## src/rtl/dsf_pkg.sv

```systemverilog
package dsf_pkg;

  localparam int FRACTION_BITS = 32;
  localparam int INTEGER_BITS  = 32;
  localparam int Q_W           = INTEGER_BITS + FRACTION_BITS;
  localparam int INT_EXT_W     = INTEGER_BITS + 4;
  localparam int CODE_W        = 16;
  localparam int STATUS_W      = 3;
  localparam int VALUE_W       = 64;
  localparam int FRAC_ACC_W    = 32;
  localparam int IDX_W         = 4;
  localparam int DIGIT_W       = 4;

  localparam logic [STATUS_W-1:0] ST_OK         = 3'd0;
  localparam logic [STATUS_W-1:0] ST_SAT        = 3'd1;
  localparam logic [STATUS_W-1:0] ST_EMPTY      = 3'd2;
  localparam logic [STATUS_W-1:0] ST_BADCHAR    = 3'd3;
  localparam logic [STATUS_W-1:0] ST_BADPOINT   = 3'd4;
  localparam logic [STATUS_W-1:0] ST_TRAILPOINT = 3'd5;
  localparam logic [STATUS_W-1:0] ST_NODIGITS   = 3'd6;

  localparam logic [CODE_W-1:0] CH_NUL   = 16'h0000;
  localparam logic [CODE_W-1:0] CH_MINUS = 16'h002D;
  localparam logic [CODE_W-1:0] CH_POINT = 16'h002E;
  localparam logic [CODE_W-1:0] CH_ZERO  = 16'h0030;
  localparam logic [CODE_W-1:0] CH_NINE  = 16'h0039;

  localparam logic [IDX_W-1:0] IDX_MAX = {IDX_W{1'b1}};

  // -1.0 in the chosen fixed-point format
  localparam logic [VALUE_W-1:0] MINUS_ONE =
    ~((VALUE_W'(1) << FRACTION_BITS) - VALUE_W'(1));

  typedef struct packed {
    logic [STATUS_W-1:0] status;
    logic [VALUE_W-1:0]  value;
  } dsf_result_t;

  // floor(2^32 / 10^(idx+1))
  function automatic logic [FRAC_ACC_W-1:0] tenth_power(input logic [IDX_W-1:0] idx);
    logic [FRAC_ACC_W-1:0] r;
    case (idx)
      4'd0:    r = 32'd429496729;
      4'd1:    r = 32'd42949672;
      4'd2:    r = 32'd4294967;
      4'd3:    r = 32'd429496;
      4'd4:    r = 32'd42949;
      4'd5:    r = 32'd4294;
      4'd6:    r = 32'd429;
      4'd7:    r = 32'd42;
      4'd8:    r = 32'd4;
      default: r = '0;
    endcase
    return r;
  endfunction

endpackage

```

## src/rtl/decimal_string_to_fixed.sv

```systemverilog
// decimal string to signed fixed-point converter
// input channel: one UTF-16 code unit per transaction on in_code_unit; a zero
//   code unit ends the string and produces exactly one result transaction,
//   other code units produce none
// result channel: out_status and out_value (signed Q32.32, -1.0 on a bad string)
// config: cfg_wr_en writes cfg_wr_data into allow_fraction; write only while idle
// throughput: one code unit per cycle; the parse state updates once per
//   code unit in a single registered pass (times-ten add or fraction table add)
// latency: a terminator accepted at edge n shows its result after edge n+1
// stall: the output register keeps its result while out_stall is high; code
//   units that are not terminators still drain, and in_stall rises only when a
//   terminator waits behind an unread result
// reset (rst_n low, synchronous): allow_fraction returns to 1, the parse
//   state clears and no result is pending
module decimal_string_to_fixed
  import dsf_pkg::*;
(
  input  logic                      clk,
  input  logic                      rst_n,
  input  logic                      in_valid,
  output logic                      in_stall,
  input  logic [CODE_W-1:0]         in_code_unit,
  output logic                      out_valid,
  input  logic                      out_stall,
  output logic [STATUS_W-1:0]       out_status,
  output logic signed [VALUE_W-1:0] out_value,
  input  logic                      cfg_wr_en,
  input  logic                      cfg_wr_data
);

  logic                allow_fraction_r;
  logic                s1_valid_r;
  logic [CODE_W-1:0]   s1_code_r;
  logic                out_valid_r;
  dsf_result_t         out_r;
  dsf_result_t         result;
  logic                s1_term;
  logic                s1_block;
  logic                s1_step;
  logic                in_take;

  assign s1_term  = (s1_code_r == CH_NUL);
  // terminator can only move on when the output register frees up
  assign s1_block = s1_valid_r && s1_term && out_valid_r && out_stall;
  assign s1_step  = s1_valid_r && !s1_block;
  assign in_stall = s1_block;
  assign in_take  = in_valid && !in_stall;

  dsf_parse u_parse (
    .clk            (clk),
    .rst_n          (rst_n),
    .step_en        (s1_step),
    .code           (s1_code_r),
    .allow_fraction (allow_fraction_r),
    .result         (result)
  );

  always_ff @(posedge clk) begin
    if (!rst_n) begin
      allow_fraction_r <= 1'b1;
    end else if (cfg_wr_en) begin
      allow_fraction_r <= cfg_wr_data;
    end
  end

  always_ff @(posedge clk) begin
    if (!rst_n) begin
      s1_valid_r <= 1'b0;
    end else if (!s1_block) begin
      s1_valid_r <= in_take;
    end
  end

  always_ff @(posedge clk) begin
    if (in_take) begin
      s1_code_r <= in_code_unit;
    end
  end

  always_ff @(posedge clk) begin
    if (!rst_n) begin
      out_valid_r <= 1'b0;
    end else if (s1_step && s1_term) begin
      out_valid_r <= 1'b1;
    end else if (!out_stall) begin
      out_valid_r <= 1'b0;
    end
  end

  always_ff @(posedge clk) begin
    if (s1_step && s1_term) begin
      out_r <= result;
    end
  end

  assign out_valid  = out_valid_r;
  assign out_status = out_r.status;
  assign out_value  = $signed(out_r.value);

endmodule

```

## src/rtl/dsf_parse.sv

```systemverilog
module dsf_parse
  import dsf_pkg::*;
(
  input  logic              clk,
  input  logic              rst_n,
  input  logic              step_en,
  input  logic [CODE_W-1:0] code,
  input  logic              allow_fraction,
  output dsf_result_t       result
);

  logic                    at_start_r, at_start_nxt;
  logic                    is_negative_r, is_negative_nxt;
  logic                    after_point_r, after_point_nxt;
  logic                    seen_digit_r, seen_digit_nxt;
  logic                    point_was_last_r, point_was_last_nxt;
  logic [STATUS_W-1:0]     fault_code_r, fault_code_nxt;
  logic                    saturated_r, saturated_nxt;
  logic [INTEGER_BITS-1:0] int_acc_r, int_acc_nxt;
  logic [FRAC_ACC_W-1:0]   frac_acc_r, frac_acc_nxt;
  logic [IDX_W-1:0]        frac_idx_r, frac_idx_nxt;

  logic                    dec_char;
  logic [DIGIT_W-1:0]      digit;
  logic [INT_EXT_W-1:0]    int_ext;
  logic [INT_EXT_W-1:0]    int_next;
  logic [INT_EXT_W-1:0]    int_limit;
  logic [FRAC_ACC_W-1:0]   frac_term;

  logic [Q_W-1:0]          mag;
  logic [Q_W-1:0]          top;
  logic                    clamp;
  logic [Q_W-1:0]          mag_cl;
  logic signed [Q_W-1:0]   q_val;

  assign dec_char  = (code >= CH_ZERO) && (code <= CH_NINE);
  assign digit     = DIGIT_W'(code - CH_ZERO);
  assign int_ext   = INT_EXT_W'(int_acc_r);
  // times ten as two shifts
  assign int_next  = (int_ext << 3) + (int_ext << 1) + INT_EXT_W'(digit);
  assign int_limit = INT_EXT_W'(1) << (INTEGER_BITS - 1);
  assign frac_term = FRAC_ACC_W'(digit * tenth_power(frac_idx_r));

  always_comb begin
    at_start_nxt       = at_start_r;
    is_negative_nxt    = is_negative_r;
    after_point_nxt    = after_point_r;
    seen_digit_nxt     = seen_digit_r;
    point_was_last_nxt = point_was_last_r;
    fault_code_nxt     = fault_code_r;
    saturated_nxt      = saturated_r;
    int_acc_nxt        = int_acc_r;
    frac_acc_nxt       = frac_acc_r;
    frac_idx_nxt       = frac_idx_r;
    if (code == CH_NUL) begin
      at_start_nxt       = 1'b1;
      is_negative_nxt    = 1'b0;
      after_point_nxt    = 1'b0;
      seen_digit_nxt     = 1'b0;
      point_was_last_nxt = 1'b0;
      fault_code_nxt     = ST_OK;
      saturated_nxt      = 1'b0;
      int_acc_nxt        = '0;
      frac_acc_nxt       = '0;
      frac_idx_nxt       = '0;
    end else begin
      at_start_nxt = 1'b0;
      if (fault_code_r == ST_OK) begin
        if (at_start_r && code == CH_MINUS) begin
          is_negative_nxt = 1'b1;
        end else if (code == CH_POINT) begin
          if (!allow_fraction || after_point_r || !seen_digit_r) begin
            fault_code_nxt = ST_BADPOINT;
          end else begin
            after_point_nxt    = 1'b1;
            point_was_last_nxt = 1'b1;
          end
        end else if (dec_char) begin
          seen_digit_nxt     = 1'b1;
          point_was_last_nxt = 1'b0;
          if (after_point_r) begin
            frac_acc_nxt = frac_acc_r + frac_term;
            if (frac_idx_r != IDX_MAX) begin
              frac_idx_nxt = frac_idx_r + IDX_W'(1);
            end
          end else if (int_next > int_limit) begin
            int_acc_nxt   = INTEGER_BITS'(int_limit);
            saturated_nxt = 1'b1;
          end else begin
            int_acc_nxt = INTEGER_BITS'(int_next);
          end
        end else begin
          fault_code_nxt = ST_BADCHAR;
        end
      end
    end
  end

  always_ff @(posedge clk) begin
    if (!rst_n) begin
      at_start_r       <= 1'b1;
      is_negative_r    <= 1'b0;
      after_point_r    <= 1'b0;
      seen_digit_r     <= 1'b0;
      point_was_last_r <= 1'b0;
      fault_code_r     <= ST_OK;
      saturated_r      <= 1'b0;
      int_acc_r        <= '0;
      frac_acc_r       <= '0;
      frac_idx_r       <= '0;
    end else if (step_en) begin
      at_start_r       <= at_start_nxt;
      is_negative_r    <= is_negative_nxt;
      after_point_r    <= after_point_nxt;
      seen_digit_r     <= seen_digit_nxt;
      point_was_last_r <= point_was_last_nxt;
      fault_code_r     <= fault_code_nxt;
      saturated_r      <= saturated_nxt;
      int_acc_r        <= int_acc_nxt;
      frac_acc_r       <= frac_acc_nxt;
      frac_idx_r       <= frac_idx_nxt;
    end
  end

  // final value from the accumulated state, used when the terminator arrives
  assign mag    = {int_acc_r, frac_acc_r[FRAC_ACC_W-1 -: FRACTION_BITS]};
  assign top    = Q_W'(1) << (Q_W - 1);
  assign clamp  = is_negative_r ? (mag[Q_W-1] && (|mag[Q_W-2:0])) : mag[Q_W-1];
  assign mag_cl = clamp ? (is_negative_r ? top : top - Q_W'(1)) : mag;
  assign q_val  = is_negative_r ? -$signed(mag_cl) : $signed(mag_cl);

  always_comb begin
    result.value = MINUS_ONE;
    if (at_start_r) begin
      result.status = ST_EMPTY;
    end else if (fault_code_r != ST_OK) begin
      result.status = fault_code_r;
    end else if (!seen_digit_r) begin
      result.status = ST_NODIGITS;
    end else if (point_was_last_r) begin
      result.status = ST_TRAILPOINT;
    end else begin
      result.status = (saturated_r || clamp) ? ST_SAT : ST_OK;
      result.value  = VALUE_W'(q_val);
    end
  end

endmodule
```

## config.mk

```make
export PLATFORM = sky130hd
export DESIGN_NAME = decimal_string_to_fixed
export DESIGN_NICKNAME = d
export VERILOG_FILES = /design/src/rtl/dsf_pkg.sv /design/src/rtl/decimal_string_to_fixed.sv /design/src/rtl/dsf_parse.sv
export SDC_FILE = /design/constraint.sdc
export NUM_CORES = 1
export LEC_CHECK = 0
export BUFFER_PORTS_ARGS = -buffer_cell sky130_fd_sc_hd__clkbuf_2
export CORE_MARGIN = 3
export CORE_UTILIZATION = 63
export DETAILED_ROUTE_END_ITERATION = 8
export PLACE_DENSITY = 0.82
export SETUP_SLACK_MARGIN = 0.5
export SLEW_MARGIN = 5
export SYNTH_ARGS = -nofsm -noshare
export SYNTH_HDL_FRONTEND = slang
export SYNTH_SLANG_ARGS = --single-unit
```

## constraint.sdc

```tcl
create_clock -name clk -period 5.32 [get_ports clk]
set_input_delay 1.596 -clock clk [delete_from_list [all_inputs] [get_ports clk]]
set_output_delay 1.596 -clock clk [all_outputs]
set_load 0.01 [all_outputs]
```

==> results of run 1 <==
worst min-delay path, cell delays in order (launching register included):
cell and delay [ns]:
dfxtp_1 0.32, inv_1 0.07, a211oi_1 0.07
cell type report:
class / instances / area [um2]
Clock buffer: 18 / 450
Timing Repair Buffer: 145 / 898
Fill cell: 1863 / 6720
Multi-Input combinational cell: 1451 / 10600
Clock inverter: 14 / 165
Sequential cell: 182 / 4480
Tap cell: 324 / 405
Inverter: 173 / 649
cell families after synthesis:
group,after synthesis,synth area share [%]
simple gates,675,21.5
compound gates,520,21.0
buf+inv,260,6.31
fa+ha+maj,195,19.2
flops,182,28.5
xor+xnor,54,3.01
mux,7,0.461
worst min path at each step:
stage                        startpoint             endpoint  slack [ns]  cells past startpoint
finish              u_parse.saturated_r  u_parse.saturated_r        0.51                      2
detailed placement  u_parse.saturated_r  u_parse.saturated_r        0.49                      2
global route        u_parse.saturated_r  u_parse.saturated_r        0.53                      2
floorplan              allow_fraction_r     allow_fraction_r        0.44                      2
CTS                 u_parse.saturated_r  u_parse.saturated_r        0.51                      2
global placement       allow_fraction_r     allow_fraction_r        0.47                      2
power by group:
part	total, mW	internal [mW]	switching [mW]	leakage [nW]
sequential	1.47	1.46	0.0108	1.52
clock	1.33	0.669	0.661	0.302
combinational	0.876	0.382	0.494	5.73
repair_timing:
item,in CTS,in global routing
gates cloned,0,3
pin swaps,2,39
buffers inserted,4,19
gates resized for setup,8,74
endpoints found under the setup margin,9,46
synthesized netlist by cell type, drive strengths merged, types with 14 or more instances:
master | instances | share of area (%)
a211oi | 16 | 0.76
a21o | 28 | 1.3
a21oi | 158 | 5.0
a22oi | 19 | 0.91
a31oi | 20 | 0.80
and2 | 78 | 3.1
and3 | 16 | 0.64
clkbuf | 77 | 1.8
dfxtp | 99 | 13
edfxtp | 83 | 16
fa | 77 | 9.8
ha | 118 | 9.4
inv | 172 | 4.1
nand2 | 203 | 4.8
nand2b | 14 | 0.56
nand3 | 59 | 1.9
nand4 | 23 | 0.92
nor2 | 123 | 2.9
nor2b | 36 | 1.4
nor3 | 44 | 1.4
nor4 | 21 | 1.0
o211ai | 19 | 0.94
o21a | 17 | 0.81
o21ai | 120 | 3.8
or3 | 17 | 0.68
xnor2 | 32 | 1.8
xor2 | 22 | 1.2
cells in the final DEF, fill, tap and decap left out, types with 7 or more instances in the layout:
master     count
nor4_1        18
nand2b_1      14
o31ai_1        7
o211ai_1      18
a21oi_1      153
and3_1        13
nand2_1      201
or4_1          8
nor3_1        42
a22oi_1       19
and2_1        76
clkbuf_16     18
o21bai_1      11
edfxtp_1      83
ha_2           8
xor2_1        22
o22ai_1       10
nor2b_1       36
o21ai_0      109
o21ai_1        7
or3_1         17
nand4_1       23
buf_4         45
a21o_1        28
o21a_1        17
nand3_1       59
a221oi_1      10
inv_1        170
xnor2_1       32
a211oi_1      11
or2_2          7
a31oi_1       17
clkbuf_2      90
fa_1          76
a21boi_0      10
ha_1         105
dfxtp_1       98
nor2_1       123
metrics by stage:
step                      setup slack (ns)  total power [mW]  hold slack, ns  cells
after floorplan                      0.519              2.07           0.442   1893
after global placement               0.338              2.21           0.472   2249
after detailed placement             0.227              2.23           0.494   2249
after CTS                            0.503              3.56           0.507   2285
after global routing                 0.384              3.86           0.535   2307
final                                0.589              3.68           0.506   2307
per-layer routing:
| layer | wire, um | part of all wire (%) | global-route usage (%) | vias to the layer above |
|---|---|---|---|---|
| met5 | 0 | 0 | 0 | - |
| met4 | 1000 | 2.2 | 9.73 | 0 |
| met3 | 4870 | 11 | 5.25 | 95 |
| met2 | 19200 | 43 | 48.0 | 889 |
| met1 | 20000 | 44 | 50.4 | 6866 |
| li1 | - | - | - | 6911 |
==> results.txt, run 1 <==
port bufs = 90
Post-synth ARST share = 0%
Max-cap violations = 0
largest net degree at the start of global routing = 70
WP buf/inv = 3
cell count along the critical path = 18
Post-synth EDFFs = 83
CTS tree = built
Iter 0 DRT Violations = 1489
Final Cell Area = 17700 um2
Cells after Synth = 1893
critical-path cell list = buf_4 > and2_1 > fa_1 > fa_1 > inv_1 > fa_1 > inv_1 > ha_2 > and2_1 > a311oi_2 > o21ai_1 > a21o_1 > a31oi_2 > o21a_1 > o2111ai_1 > a21oi_1 > xnor2_1 > o21ai_0
Max IR drop VDD = 179 uV
Peak Freq = 0.211 GHz
Diodes inserted = 0
Crit path max-delay family = adder cells
register bit total from synthesis = 182
Clock Skews = 0.0145 ns
Warnings, synthesis = 0
routed len/inst = 19.6 um
area added between synthesis and finish = 12.4%
Via density = 6.40
WL final = 45100 um
Die Wd = 164 um
crit path capture = u_parse.frac_acc_r[31]
share of cells above drive strength 1 = 12.7%
Synth Flop Type = dfxtp_1
post-DP HPWL = 33300 um
iteration count of the initial detailed-routing pass = 6
Final setup viols = 0
die height = 164 um
fin crit share = 88.9%
Leakage = 7.55 nW
Setup CP Type = flip-flop to flip-flop
status = complete, no violations
initial antenna violation count = 0
Core Region = 24400 um2
sequential area share after synthesis = 28.5%
DRC Markers = 0
Reg clk slew, reported paths = 0.08 ns
initial cell density of the core = 64.5%
vias in the first global route = 13.4k
syn nets = 2110
fin nets = 2187
CTS root buf = clkbuf_16
CTS max path bufs = 2
total track usage = 32.9%
Hold Crit Class = flip-flop to flip-flop
remaining global-route overflow = 0
CP max stage delay = 0.53 ns
Core Util, Final = 72.5%
most used cell, CP = fa_1
Hold Buf Count CTS = 0
vias = 14.8k
Power Density = 208 nW/um2
CTS Sinks = 182
RR Startpoint = s1_code_r[3]
slew margin rel. = 36.0%
Netlist cell types = 85
Final ANT Viol Nets = 0
slew at the pin closest to its max-slew limit = 0.960 ns
R2R depth = 18
routability congestion estimate = 0.966
die area = 26900 um2
H-tree level count = 4
final hold violation count = 0
placed cell areas = 16500 um2
final setup TNS = 0 ns
CP endpoint kind = flip-flop
crit path DAT = 5.05 ns
RSZ-0062 raised after global routing = yes
Slowest-stage cell, CP = edfxtp_1
r2r endpoint = u_parse.frac_acc_r[31]
startpoint types = flip-flop
average size of a mapped cell = 8.31 um2
first-pass GRT wire length = 70700 um
Slew Limit Fails = 0
minimum clock period = 4.73 ns
CP max FO = 7
cts bufs inserted = 17
cell row count = 57
worst skew pair latency = 0.44 ns
worst setup path start = s1_code_r[3]
reg-to-reg slack, setup = 0.59 ns
mapped cell area = 15700 um2
IO Pins = 91
worst endpoint required time = 5.64 ns
(Power assumes the default switching activity.)
==> run 2, diff against run 1 <==
Settings changed: CELL_PAD_IN_SITES_DETAIL_PLACEMENT set to 2, CELL_PAD_IN_SITES_GLOBAL_PLACEMENT set to 2, CORE_UTILIZATION 63 to 39, PLACE_DENSITY 0.82 to not set, PLACE_DENSITY_LB_ADDON set to 0.1.
==> results.txt, run 2 (same netlist as run 1, synthesis figures left out) <==
status = complete, no violations
routed len/inst = 27.0 um
CTS root buf = clkbuf_16
largest net degree at the start of global routing = 70
CTS tree = built
DRC Markers = 0
Clock Skews = 0.0123 ns
worst skew pair latency = 0.48 ns
die area = 42800 um2
slew at the pin closest to its max-slew limit = 1.04 ns
area of the multi-input gates = 10800 um2
total track usage = 28.8%
fin crit share = 94.2%
worst endpoint required time = 5.69 ns
area added between synthesis and finish = 15.8%
slew margin rel. = 30.5%
WL final = 67900 um
startpoint types = flip-flop
vias in the first global route = 16.2k
final setup TNS = 0 ns
Slowest-stage cell, CP = fa_1
Diodes inserted = 0
Max IR drop VDD = 237 uV
CTS Sinks = 182
register area = 4480 um2
Non-Filler Instances = 2516
crit path DAT = 5.38 ns
fin nets = 2203
Setup CP Type = flip-flop to flip-flop
remaining global-route overflow = 0
Core Region = 39300 um2
CP endpoint kind = flip-flop
final hold violation count = 0
Power Density = 216 nW/um2
cell row count = 72
Final ANT Viol Nets = 0
Final Cell Area = 18200 um2
cts bufs inserted = 17
Max-cap violations = 0
Hold Crit Class = flip-flop to flip-flop
Crit path max-delay family = adder cells
Hold Buf Count CTS = 0
Iter 0 DRT Violations = 1136
RSZ-0062 raised after global routing = yes
setup ws final = 0.306 ns
Die Wd = 207 um
H-tree level count = 4
CP max stage delay = 0.60 ns
IO Pins = 91
critical-path cell list = buf_12 > and2_2 > fa_1 > inv_1 > fa_1 > fa_1 > inv_1 > ha_4 > a21oi_2 > o21ai_1 > a211o_1 > o211ai_1 > and3_4 > o21ai_4 > o41ai_4 > o211ai_1 > xnor2_1 > o21ai_1
most frequent cells in the layout = nand2_1, inv_1, a21oi_1
vias = 15.5k
first-pass GRT wire length = 95800 um
Final setup viols = 0
initial antenna violation count = 0
CTS max path bufs = 2
Leakage = 7.64 nW
WP buf/inv = 3
Via density = 6.17
Layout fillers = 4385
placed cell areas = 16900 um2
die height = 207 um
iteration count of the initial detailed-routing pass = 5
dpl cells = 2457
CP max FO = 6
most used cell, CP = fa_1
Reg clk slew, reported paths = 0.08 ns
routability congestion estimate = 0.899
port bufs = 90
Peak Freq = 0.199 GHz
Core Util, Final = 46.3%
initial cell density of the core = 40.0%
minimum clock period = 5.01 ns
post-DP HPWL = 46800 um
Slew Limit Fails = 0
share of cells above drive strength 1 = 14.3%
pre-CTS WS = 0.0155 ns
most common cell after layout, fill and taps aside = nand2_1
## run 2: cell count changes in the layout (fill, tap and decap cells not counted), moves of 3 or more
cell        previous run  this run
ha_1                 105       101
and2_1                76        73
inv_8                  5         1
clkinv_8               3         0
buf_4                 45        60
ha_4                   5        10
bufinv_16              0         3
clkinvlp_4             0         4
o21ai_0              109       106
buf_12                 0         3
## run 2: path summary, 6_finish.rpt
kind | startpoint | end | slack, ns | depth (start not counted)
worst max-delay path | s1_code_r[1] | u_parse.frac_acc_r[30] | 0.31 | 18
worst min register to register | u_parse.int_acc_r[31] | u_parse.int_acc_r[31] | 0.50 | 2
worst max register to register | s1_code_r[1] | u_parse.frac_acc_r[30] | 0.31 | 18
worst min-delay path | u_parse.int_acc_r[31] | u_parse.int_acc_r[31] | 0.50 | 2
## run 2: area by class of cell
type	count	area share, %
Timing Repair Buffer	161	5.89
Multi-Input combinational cell	1451	59.1
Clock buffer	17	2.34
Clock inverter	14	0.962
Inverter	173	3.57
Sequential cell	182	24.6
Tap cell	518	3.56
## run 2: power breakdown
group / switching, mW / internal (mW) / total (mW)
sequential: 0.0131 / 1.46 / 1.48
combinational: 0.653 / 0.441 / 1.09
clock: 0.625 / 0.740 / 1.36
total: 1.29 / 2.65 / 3.94
## run 2: metal layers
metal | track usage, % | routed length, um | part of all wire [%] | vias up
met1 | 40.3 | 30300 | 45 | 7985
met3 | 3.31 | 3270 | 4.8 | 108
li1 | - | - | - | 6923
met2 | 47.8 | 32800 | 48 | 501
met4 | 6.96 | 1460 | 2.2 | 0
met5 | 0 | 0 | 0 | -
## run 2: tightest hold or removal path, cell delays in order (launching register included)
cell      delay (ns)
dfxtp_1         0.33
nand2_1         0.06
a21boi_0        0.07
## run 2: per-stage QoR
step                      power [mW]  hold slack (ns)
after floorplan                 2.07            0.442
after global placement          2.24            0.478
after detailed placement        2.32            0.481
after CTS                       3.71            0.494
after global routing            4.07            0.549
final                           3.94            0.504
## run 2: timing repair
item	CTS	global route
setup endpoints to repair	44	54
gates resized for setup	25	84
pin swaps	7	44
cloned	0	3
buffers inserted	10	15
==> run 3, diff against run 2 <==
Settings changed: CORE_ASPECT_RATIO set to 1.25.
==> results.txt, run 3 (same netlist as run 1, synthesis figures left out) <==
fin crit share = 94.4%
CP endpoint kind = flip-flop
most common cell after layout, fill and taps aside = nand2_1
r2r endpoint = u_parse.frac_acc_r[15]
P_int = 2.59 mW
Combinational Power Share = 29.6%
DRC Markers = 0
cell depth of the worst min-delay path = 2
Final ANT Viol Nets = 0
Final setup viols = 0
initial cell density of the core = 39.9%
pre-CTS WS = 0.0243 ns
fin nets = 2251
Iter 0 DRT Violations = 1017
iteration count of the initial detailed-routing pass = 5
share of cells above drive strength 1 = 17.7%
final hold slack = 0.512 ns
Net Sw Frac = 34.6%
Hold Crit Class = flip-flop to flip-flop
Max IR drop VDD = 256 uV
dpl cells = 2478
CP max FO = 6
routability congestion estimate = 0.879
cts bufs inserted = 17
die height = 231 um
status = complete, no violations
total power = 3.97 mW
Slowest-stage cell, CP = fa_1
setup ws final = 0.300 ns
worst endpoint required time = 5.72 ns
clock share of power = 33.2%
Peak Freq = 0.199 GHz
Slew Limit Fails = 0
vias = 16.0k
Setup CP Type = flip-flop to flip-flop
IO Pins = 91
Hold Buf Count CTS = 0
CTS Sinks = 182
H-tree level count = 4
largest net degree at the start of global routing = 68
die area = 42800 um2
final hold violation count = 0
Diodes inserted = 0
Die Wd = 186 um
vias in the first global route = 17.2k
Psw = 1.37 mW
minimum clock period = 5.02 ns
Power Density = 212 nW/um2
CTS root buf = clkbuf_16
R2R depth = 20
Via density = 6.27
initial antenna violation count = 2
most frequent cells in the layout = nand2_1, inv_1, a21oi_1
first-pass GRT wire length = 101000 um
CTS tree = built
Layout fillers = 4352
Leakage = 7.89 nW
CTS max path bufs = 2
RR Startpoint = s1_code_r[1]
Reg clk slew, reported paths = 0.09 ns
cell row count = 81
share of power burned in registers = 37.2%
hold path endpoint = u_parse.saturated_r
total track usage = 30.7%
area added between synthesis and finish = 18.9%
WL final = 72800 um
final setup TNS = 0 ns
critical-path cell list = buf_6 > buf_4 > and2_1 > fa_2 > fa_1 > inv_1 > fa_1 > inv_1 > ha_4 > and2_1 > a311oi_2 > o21ai_1 > a21o_1 > a21o_1 > buf_4 > buf_4 > buf_4 > xor2_1 > a22oi_1 > nor2b_1
crit path DAT = 5.42 ns
reg-to-reg slack, setup = 0.30 ns
port bufs = 90
post-DP HPWL = 49600 um
CP max stage delay = 0.55 ns
WP buf/inv = 7
remaining global-route overflow = 0
Clock Skews = 0.0171 ns
RSZ-0062 raised after global routing = yes
Max-cap violations = 0
Non-Filler Instances = 2545
Crit path max-delay family = adder cells
worst skew pair latency = 0.48 ns
Core Region = 39400 um2
slew margin rel. = 32.2%
slew at the pin closest to its max-slew limit = 1.02 ns
Worst Min Path Start = u_parse.saturated_r
routed len/inst = 28.6 um
most used cell, CP = buf_4
startpoint types = flip-flop
## run 3: cell types whose count changed in the layout (fill, tap and decap cells not counted), moves of 3 or more
cell / before / now
inv_1: 168 / 163
o21ai_2: 3 / 6
o21ai_1: 9 / 12
inv_2: 4 / 9
buf_6: 5 / 8
buf_4: 60 / 107
bufinv_16: 3 / 0
ha_1: 101 / 96
ha_2: 7 / 3
ha_4: 10 / 19
o21ai_0: 106 / 101
clkinvlp_4: 4 / 0
## run 3: final cells by class
class | count | area [um2] | area share [%]
Multi-Input combinational cell | 1451 | 11000 | 58.6
Clock inverter | 13 | 134 | 0.716
Inverter | 173 | 649 | 3.47
Timing Repair Buffer | 209 | 1420 | 7.59
Sequential cell | 182 | 4480 | 23.9
Clock buffer | 19 | 443 | 2.37
Tap cell | 498 | 623 | 3.33
## run 3: worst reg2reg max path: cells and delay by family (launching register included)
kind,cells,cell delay [ns]
simple gates,3,0.56
fa+ha+maj,4,1.70
flops,1,0.51
compound gates,5,1.06
xor+xnor,1,0.22
buf+inv,7,0.89
## run 3: power by group through the flow
stage	Combinational (mW)	Clock, mW	Sequential (mW)
3_5_place_dp	0.819	0	1.51
4_1_cts	0.923	1.31	1.48
3_3_place_gp	0.770	0	1.51
2_1_floorplan	0.571	0	1.50
5_1_grt	1.25	1.37	1.48
6_report	1.18	1.32	1.48
## run 3: what timing repair did
| action | CTS | global route |
|---|---|---|
| gates cloned | 0 | 5 |
| resized for setup | 47 | 103 |
| hold endpoints to repair | 0 | 0 |
| setup endpoints to repair | 48 | 46 |
| pin swaps | 12 | 73 |
| buffers inserted | 7 | 23 |
## run 3: how the worst max path moves through the flow
| stage | from | end | slack, ns | cells after the start |
|---|---|---|---|---|
| 2_1_floorplan | s1_code_r[3] | u_parse.frac_acc_r[30] | 0.52 | 18 |
| 3_3_place_gp | s1_code_r[3] | u_parse.frac_acc_r[30] | 0.24 | 19 |
| 3_5_place_dp | s1_code_r[3] | u_parse.frac_acc_r[30] | 0.02 | 19 |
| 4_1_cts | s1_code_r[1] | u_parse.frac_acc_r[24] | 0.49 | 19 |
| 5_1_grt | s1_code_r[1] | u_parse.frac_acc_r[15] | 0.12 | 20 |
| 6_report | s1_code_r[1] | u_parse.frac_acc_r[15] | 0.30 | 20 |
## run 3: routing by layer
layer | track usage [%] | vias to the layer above | share of wire, %
met5 | 0 | - | 0.029
met4 | 16.2 | 4 | 7.0
met3 | 2.84 | 256 | 3.6
met2 | 58.9 | 550 | 54
met1 | 32.8 | 8146 | 36
li1 | - | 7010 | -
## run 3: metrics by stage
| step | util, % | instance area (um2) |
|---|---|---|
| 5_1_grt | 47.4 | 18700 |
| 2_1_floorplan | - | 15700 |
| 3_5_place_dp | 43.5 | 17100 |
| 4_1_cts | 45.7 | 18000 |
| 6_report | 47.4 | 18700 |
| 3_3_place_gp | 43.5 | 17100 |
